$ cat src/rtl/hsl2rgb_pkg.sv
package hsl2rgb_pkg;

    localparam int HUE_W = 9;
    localparam int SAT_W = 8;
    localparam int LIT_W = 8;
    localparam int CH_W  = 8;
    localparam int CH_NUM = 3;

    localparam int S_TDATA_W = 32;
    localparam int M_TDATA_W = 24;

    localparam int PIPE_STAGES = 6;

    localparam int HX_W   = 11;
    localparam int WGT_W  = 6;
    localparam int SUM_W  = 9;
    localparam int PA_W   = 17;
    localparam int PB_W   = 16;
    localparam int LO_W   = 18;
    localparam int D_W    = 19;
    localparam int NUM_W  = 24;
    localparam int NUM_POS_W = 22;
    localparam int SCL_W  = 26;
    localparam int A_W    = 18;
    localparam int RP_W   = 35;
    localparam int Q_W    = 9;
    localparam int R_W    = 19;

    localparam int HUE_TURN      = 360;
    localparam int HUE_THIRD     = 120;
    localparam int SECT_RISE_END = 60;
    localparam int SECT_HOLD_END = 180;
    localparam int SECT_FALL_END = 240;
    localparam int WGT_FULL      = 60;
    localparam int SAT_FULL      = 200;
    localparam int LIT_HALF      = 100;
    localparam int LIT_X400      = 400;

    // 255/2400000 = 17/(256*625)
    localparam int SCALE_MUL   = 17;
    localparam int SCALE_SHIFT = 8;
    localparam int DIV_BASE    = 625;
    localparam int RECIP_SHIFT = 26;
    localparam int RECIP_M     = (1 << RECIP_SHIFT) / DIV_BASE;
    localparam int CH_MAX      = 255;
    localparam int A_CLAMP     = (CH_MAX + 1) * DIV_BASE;

    typedef logic [WGT_W-1:0]        wgt_t;
    typedef logic signed [LO_W-1:0]  lo_t;
    typedef logic signed [D_W-1:0]   diff_t;
    typedef logic signed [NUM_W-1:0] num_t;
    typedef logic [A_W-1:0]          scaled_t;
    typedef logic [Q_W-1:0]          quot_t;
    typedef logic [CH_W-1:0]         chan_t;

    // red, green, blue
    localparam logic signed [HX_W-1:0] HUE_OFS [CH_NUM] = '{
        HX_W'(HUE_THIRD), HX_W'(0), HX_W'(-HUE_THIRD)
    };

    function automatic wgt_t ramp_weight(input logic signed [HX_W-1:0] x_in);
        logic signed [HX_W-1:0] x;
        logic signed [HX_W-1:0] fall;
        wgt_t w;
        x = x_in;
        if (x < 0) begin
            x = x + HX_W'(HUE_TURN);
        end
        if (x > HX_W'(HUE_TURN)) begin
            x = x - HX_W'(HUE_TURN);
        end
        fall = HX_W'(SECT_FALL_END) - x;
        priority if (x < HX_W'(SECT_RISE_END)) begin
            w = x[WGT_W-1:0];
        end else if (x < HX_W'(SECT_HOLD_END)) begin
            w = WGT_W'(WGT_FULL);
        end else if (x < HX_W'(SECT_FALL_END)) begin
            w = fall[WGT_W-1:0];
        end else begin
            w = '0;
        end
        return w;
    endfunction

endpackage

$ cat src/rtl/hsl_to_rgb_converter_core.sv
// HSL to RGB color converter. Each s_axis transaction carries one color (hue in degrees,
// saturation and lightness in half-percent steps); each m_axis transaction returns 8-bit red,
// green and blue, truncated toward zero and clamped to 0..255. The datapath is a six-stage
// pipeline (products, HSL intermediates, channel ramp, rescale, reciprocal divide, correction),
// so one transaction is accepted every clock while s_axis_tready is high; m_axis_tvalid is the
// valid bit of the correction stage. Every stage holds its own valid bit and fills empty slots
// under backpressure, so s_axis_tready stays high until all six stages hold data.
module hsl_to_rgb_converter_core
    import hsl2rgb_pkg::*;
(
    input  logic                 aclk,
    input  logic                 aresetn,
    input  logic                 s_axis_tvalid,
    output logic                 s_axis_tready,
    input  logic [S_TDATA_W-1:0] s_axis_tdata,  // hue[8:0], saturation[16:9], lightness[24:17]
    output logic                 m_axis_tvalid,
    input  logic                 m_axis_tready,
    output logic [M_TDATA_W-1:0] m_axis_tdata   // red[7:0], green[15:8], blue[23:16]
);

    logic [PIPE_STAGES-1:0] vld_reg;
    logic [PIPE_STAGES-1:0] stg_rdy;

    logic [HUE_W-1:0] in_hue;
    logic [SAT_W-1:0] in_sat;
    logic [LIT_W-1:0] in_lit;

    // stage 0
    logic [LIT_W-1:0] lit0_reg;
    logic [SAT_W-1:0] sat0_reg;
    logic [PA_W-1:0]  pa0_reg, pa_next;
    logic [PB_W-1:0]  pb0_reg, pb_next;
    wgt_t             wgt0_reg [CH_NUM];
    wgt_t             wgt_next [CH_NUM];
    logic [SUM_W-1:0] sum_sat;

    // stage 1
    lo_t              lo1_reg, lo_next;
    diff_t            d1_reg, d_next;
    wgt_t             wgt1_reg [CH_NUM];
    logic [SUM_W-1:0] sum_ls;
    logic [PA_W-1:0]  hi_val, l400;

    // stage 2
    num_t             num2_reg [CH_NUM];
    num_t             num_next [CH_NUM];
    num_t             lo_x, lo60, d_x;

    // stage 3
    scaled_t          a3_reg [CH_NUM];
    scaled_t          a_next [CH_NUM];
    logic [SCL_W-1:0] scl_prod [CH_NUM];

    // stage 4
    scaled_t          a4_reg [CH_NUM];
    quot_t            q4_reg [CH_NUM];
    quot_t            q_next [CH_NUM];
    logic [RP_W-1:0]  rp_prod [CH_NUM];

    // stage 5
    chan_t            ch5_reg [CH_NUM];
    chan_t            ch_next [CH_NUM];
    logic [R_W-1:0]   qm [CH_NUM];
    logic [R_W-1:0]   rem [CH_NUM];
    quot_t            q_fix [CH_NUM];

    assign in_hue = s_axis_tdata[HUE_W-1:0];
    assign in_sat = s_axis_tdata[HUE_W +: SAT_W];
    assign in_lit = s_axis_tdata[HUE_W+SAT_W +: LIT_W];

    always_comb begin
        stg_rdy[PIPE_STAGES-1] = !vld_reg[PIPE_STAGES-1] || m_axis_tready;
        for (int i = PIPE_STAGES - 2; i >= 0; i--) begin
            stg_rdy[i] = !vld_reg[i] || stg_rdy[i+1];
        end
    end

    assign s_axis_tready = stg_rdy[0];

    always_ff @(posedge aclk) begin
        if (!aresetn) begin
            vld_reg <= '0;
        end else begin
            if (stg_rdy[0]) begin
                vld_reg[0] <= s_axis_tvalid;
            end
            for (int i = 1; i < PIPE_STAGES; i++) begin
                if (stg_rdy[i]) begin
                    vld_reg[i] <= vld_reg[i-1];
                end
            end
        end
    end

    // stage 0: raw products and hue weights
    always_comb begin
        sum_sat = SUM_W'(SAT_FULL) + SUM_W'(in_sat);
        pa_next = PA_W'(in_lit) * PA_W'(sum_sat);
        pb_next = PB_W'(in_sat) * PB_W'(in_lit);
        for (int c = 0; c < CH_NUM; c++) begin
            wgt_next[c] = ramp_weight($signed(HX_W'(in_hue)) + HUE_OFS[c]);
        end
    end

    always_ff @(posedge aclk) begin
        if (stg_rdy[0]) begin
            lit0_reg <= in_lit;
            sat0_reg <= in_sat;
            pa0_reg  <= pa_next;
            pb0_reg  <= pb_next;
            wgt0_reg <= wgt_next;
        end
    end

    // stage 1: hi/lo intermediates, kept as lo and hi-lo
    always_comb begin
        sum_ls = SUM_W'(lit0_reg) + SUM_W'(sat0_reg);
        l400   = PA_W'(lit0_reg) * PA_W'(LIT_X400);
        if (lit0_reg < LIT_W'(LIT_HALF)) begin
            hi_val = pa0_reg;
        end else begin
            hi_val = PA_W'(sum_ls) * PA_W'(SAT_FULL) - PA_W'(pb0_reg);
        end
        lo_next = $signed({1'b0, l400}) - $signed({1'b0, hi_val});
        d_next  = $signed({1'b0, hi_val, 1'b0}) - $signed({2'b00, l400});
    end

    always_ff @(posedge aclk) begin
        if (stg_rdy[1]) begin
            lo1_reg  <= lo_next;
            d1_reg   <= d_next;
            wgt1_reg <= wgt0_reg;
        end
    end

    // stage 2: ramp numerator lo*60 + (hi-lo)*w
    always_comb begin
        lo_x = NUM_W'(lo1_reg);
        d_x  = NUM_W'(d1_reg);
        lo60 = (lo_x <<< 6) - (lo_x <<< 2);
        for (int c = 0; c < CH_NUM; c++) begin
            num_next[c] = lo60 + d_x * $signed({1'b0, wgt1_reg[c]});
        end
    end

    always_ff @(posedge aclk) begin
        if (stg_rdy[2]) begin
            num2_reg <= num_next;
        end
    end

    // stage 3: num*17/256, negative numerators give zero
    always_comb begin
        for (int c = 0; c < CH_NUM; c++) begin
            scl_prod[c] = SCL_W'(num2_reg[c][NUM_POS_W-1:0]) * SCL_W'(SCALE_MUL);
            if (num2_reg[c][NUM_W-1]) begin
                a_next[c] = '0;
            end else begin
                a_next[c] = scl_prod[c][SCALE_SHIFT +: A_W];
            end
        end
    end

    always_ff @(posedge aclk) begin
        if (stg_rdy[3]) begin
            a3_reg <= a_next;
        end
    end

    // stage 4: reciprocal estimate of a/625, low by at most one
    always_comb begin
        for (int c = 0; c < CH_NUM; c++) begin
            rp_prod[c] = RP_W'(a3_reg[c]) * RP_W'(RECIP_M);
            q_next[c]  = rp_prod[c][RECIP_SHIFT +: Q_W];
        end
    end

    always_ff @(posedge aclk) begin
        if (stg_rdy[4]) begin
            a4_reg <= a3_reg;
            q4_reg <= q_next;
        end
    end

    // stage 5: correct quotient and clamp
    always_comb begin
        for (int c = 0; c < CH_NUM; c++) begin
            qm[c]    = R_W'(q4_reg[c]) * R_W'(DIV_BASE);
            rem[c]   = R_W'(a4_reg[c]) - qm[c];
            q_fix[c] = q4_reg[c] + Q_W'(rem[c] >= R_W'(DIV_BASE));
            if (a4_reg[c] >= A_W'(A_CLAMP)) begin
                ch_next[c] = CH_W'(CH_MAX);
            end else begin
                ch_next[c] = q_fix[c][CH_W-1:0];
            end
        end
    end

    always_ff @(posedge aclk) begin
        if (stg_rdy[5]) begin
            ch5_reg <= ch_next;
        end
    end

    assign m_axis_tvalid = vld_reg[PIPE_STAGES-1];
    assign m_axis_tdata  = {ch5_reg[2], ch5_reg[1], ch5_reg[0]};

endmodule

$ cat config.mk
export PLATFORM = sky130hd
export DESIGN_NAME = hsl_to_rgb_converter_core
export DESIGN_NICKNAME = d
export VERILOG_FILES = /design/src/rtl/hsl2rgb_pkg.sv /design/src/rtl/hsl_to_rgb_converter_core.sv
export SDC_FILE = /design/constraint.sdc
export NUM_CORES = 2
export LEC_CHECK = 0
export BUFFER_PORTS_ARGS = -buffer_cell sky130_fd_sc_hd__clkbuf_2
export CORE_MARGIN = 5
export CORE_UTILIZATION = 60
export DETAILED_ROUTE_END_ITERATION = 12
export GPL_TIMING_DRIVEN = 1
export MAX_ROUTING_LAYER = met4
export PLACE_DENSITY_LB_ADDON = 0.25
export REMOVE_ABC_BUFFERS = 1
export SYNTH_ARGS = -nofsm -noshare
export SYNTH_HDL_FRONTEND = slang
export SYNTH_SLANG_ARGS = --single-unit
$ cat constraint.sdc
create_clock -name aclk -period 14.9 [get_ports aclk]
set_input_delay 0.745 -clock aclk [delete_from_list [all_inputs] [get_ports aclk]]
set_output_delay 0.745 -clock aclk [all_outputs]
set_load 0.005 [all_outputs]
==> results.txt <==
status - completed
cell taking the most area after synthesis - fa_1
via/cell ratio - 5.472
Mean Syn Cell Area - 9.903 sq um
clock-pin slew on the worst setup and hold paths - 60 ps
Initial Utilization - 0.6032
pin count of the biggest net entering global routing - 82
Post-route DRC - 0
GPL Wtd Cong - 0.9544
share of cells above drive strength 1 - 0.03077
Starting DRT DRC Count - 1896
post-layout min period - 7416 ps
Avg WL per Cell - 16.51 microns
grt met1 use - 0.3122
vias in the first global route - 42890
Syn-to-layout area delta - 5.296%
root buffer cell - clkbuf_16
endpoint type of the worst setup path - register
total grt overflow - 0
mapped cell area - 59280 sq um
# setup viols final - 0
CP Class - register to register
Worst EP arrival - 7760 ps
FMAX - 0.1348 GHz
reg2reg start - lit0_reg[0]
max reg flops - 66
Hold WC Path Type - input port to register
initial antenna violation count - 1
worst hold path depth - 3
DR pass1 iterations - 7
GR met2 Demand/Resource - 0.4210
relative slew slack - 0.2454
grt met3 use - 0.02622
Worst R2R Setup Slack - 7480 ps
Inst Count DP - 7251
Final Hold Viols - 0
Yosys reg bits - 348
synth unique cells - 94
GRT Total Usage - 0.2439
Clock Latency Late Sink - 620 ps
CTS tree - yes
worst flop-to-flop path endpoint - d1_reg[17]
total die area - 105200 sq um
row count - 115
Boundary Pins - 62
sequential-to-total area share from yosys stat - 0.1753
Synth async-reset ratio - 0
Worst Path Required - 15240 ps
Pins Over Slew Limit - 0
first-pass GRT wire length - 208300 microns
FF-to-FF path depth - 27
Syn Inst Count - 5986
Die Height - 324.3 microns
worst slew pin tran - 1132 ps
setup bufs post-CTS - 0
Core ar. - 98280 sq um
PostCTS Resize Cnt - 0
final clock period utilization by the worst path - 0.4977
startpoint types - register
Antenna Nets Post-Route - 0
I/O Buffers - 54
# nets final - 7892
Final TNS setup - 0 ps
synth warn - 0
Synth top area share - 0.2651
ranking of synthesized cells by area - fa_1, ha_1, edfxtp_1
CTS Buf Count - 45
RSZ-0062 raised after global routing - false
DRT Wirelength - 121100 microns
Max-cap violations - 0
hold worst-path end - vld_reg[0]
CTS max path bufs - 3
clock skew - 28.57 ps
worst-path maximum fanout - 5
clk sinks - 348
Post-synth EDFFs - 342
Worst Hold Launch - s_axis_tvalid
Non-Filler Instances - 7333
GR peak layer - met2
die width - 324.3 microns
detailed-route via count - 40120
HPWL after DPL - 101200 microns
Top FF cell, synth - edfxtp_1
cts hold-fix bufs - 0
CTS H-Tree Depth - 2
worst setup path start - lit0_reg[0]
## critical path, cell delays in order, from the launching register on
cell and delay [ps]:
edfxtp_1 520, ha_1 280, fa_1 410, a21oi_1 180, nor2_1 60, nor2_1 240, o21bai_1 100, a21oi_1 230
xnor2_1 220, inv_1 110, fa_1 540, inv_1 40, ha_1 320, a21oi_1 240, xnor2_1 100, ha_1 240
o41ai_1 740, xnor2_1 200, nor2_1 50, or2_2 320, inv_1 60, ha_1 280, o21ai_0 100, o21ai_0 180
o41ai_1 700, and4b_1 280, a2111oi_2 320, xor2_1 110
## how the worst max path moves through the flow
stage,to,cells past startpoint
after floorplan,d1_reg[17],27
after global placement,num2_reg[20],18
after detailed placement,d1_reg[17],27
after CTS,d1_reg[17],27
after global routing,d1_reg[17],27
final,d1_reg[17],27
## kinds of logic (layout without fill, tap and decap cells)
logic type / count (synthesis) / in the layout / share of synthesized area
AO/OA/AOI/OAI: 729 / 729 / 0.08177
XOR/XNOR: 323 / 323 / 0.04785
adder cells (fa/ha/maj): 1848 / 1848 / 0.4893
buffers and inverters: 1460 / 1519 / 0.09285
flip-flops: 348 / 348 / 0.1753
multiplexers: 12 / 12 / 0.002090
other: 0 / 1 / 0
AND/OR/NAND/NOR: 1266 / 1266 / 0.1108
## layer usage
layer  wire, microns  part of all wire
met4            2926             0.024
met1           53660              0.44
met3            4272             0.035
met5               0                 0
met2           60200              0.50
## area by class of cell
type                    instances  area [sq um]
repair buffers                 62         330.3
clock buffers                  49          1141
fillers                      7993         35860
inverters                    1376          5165
well taps                    1287          1610
multi-input cells            4178         43410
diodes                          1         2.502
clock inverters                32         371.6
flip-flops and latches        348         10390
## Yosys cell counts (8+ instances only)
cell type,number
and3_1,22
o21bai_1,38
xor2_1,82
a211oi_1,24
nor2_1,290
nand3_1,67
nand2_1,223
clkbuf_1,69
nor2b_1,56
a21o_1,74
nor3_1,83
ha_1,1060
buf_2,10
a22oi_1,8
a31o_2,10
xnor2_1,240
o41ai_1,16
mux2i_1,9
a21oi_1,195
and4_1,8
a41o_1,8
o21ai_0,122
a31oi_1,24
and2_1,367
o31ai_1,17
nand2b_1,37
or3_1,18
nor4_1,17
edfxtp_1,342
o21a_1,48
o22ai_1,21
nand4_1,21
or2_2,17
fa_1,785
a21boi_0,21
inv_1,1374
## cell usage in the layout, fill, tap and decap left out, drive strengths merged, types with 129 or more instances in the layout
cell    synthesis  final
ha           1060   1060
xnor2         240    240
inv          1374   1378
nor2          290    290
a21oi         196    196
fa            785    785
o21ai         129    129
nand2         224    224
edfxtp        342    342
and2          367    367
## metrics by stage
step | setup slack (ps) | utilization | hold WS, ps | cell area [sq um]
6_report | 7484 | 0.6351 | 369.3 | 62420
5_1_grt | 6950 | 0.6351 | 349.2 | 62420
4_1_cts | 7508 | 0.6351 | 324.1 | 62420
3_5_place_dp | 7534 | 0.6197 | 404.5 | 60900
3_3_place_gp | 7638 | 0.6197 | 400.6 | 60900
2_1_floorplan | 8645 | - | 400.3 | 58940
Power is not shown: default switching activity piles up to over one toggle a cycle in this logic, so the estimate is an artifact.
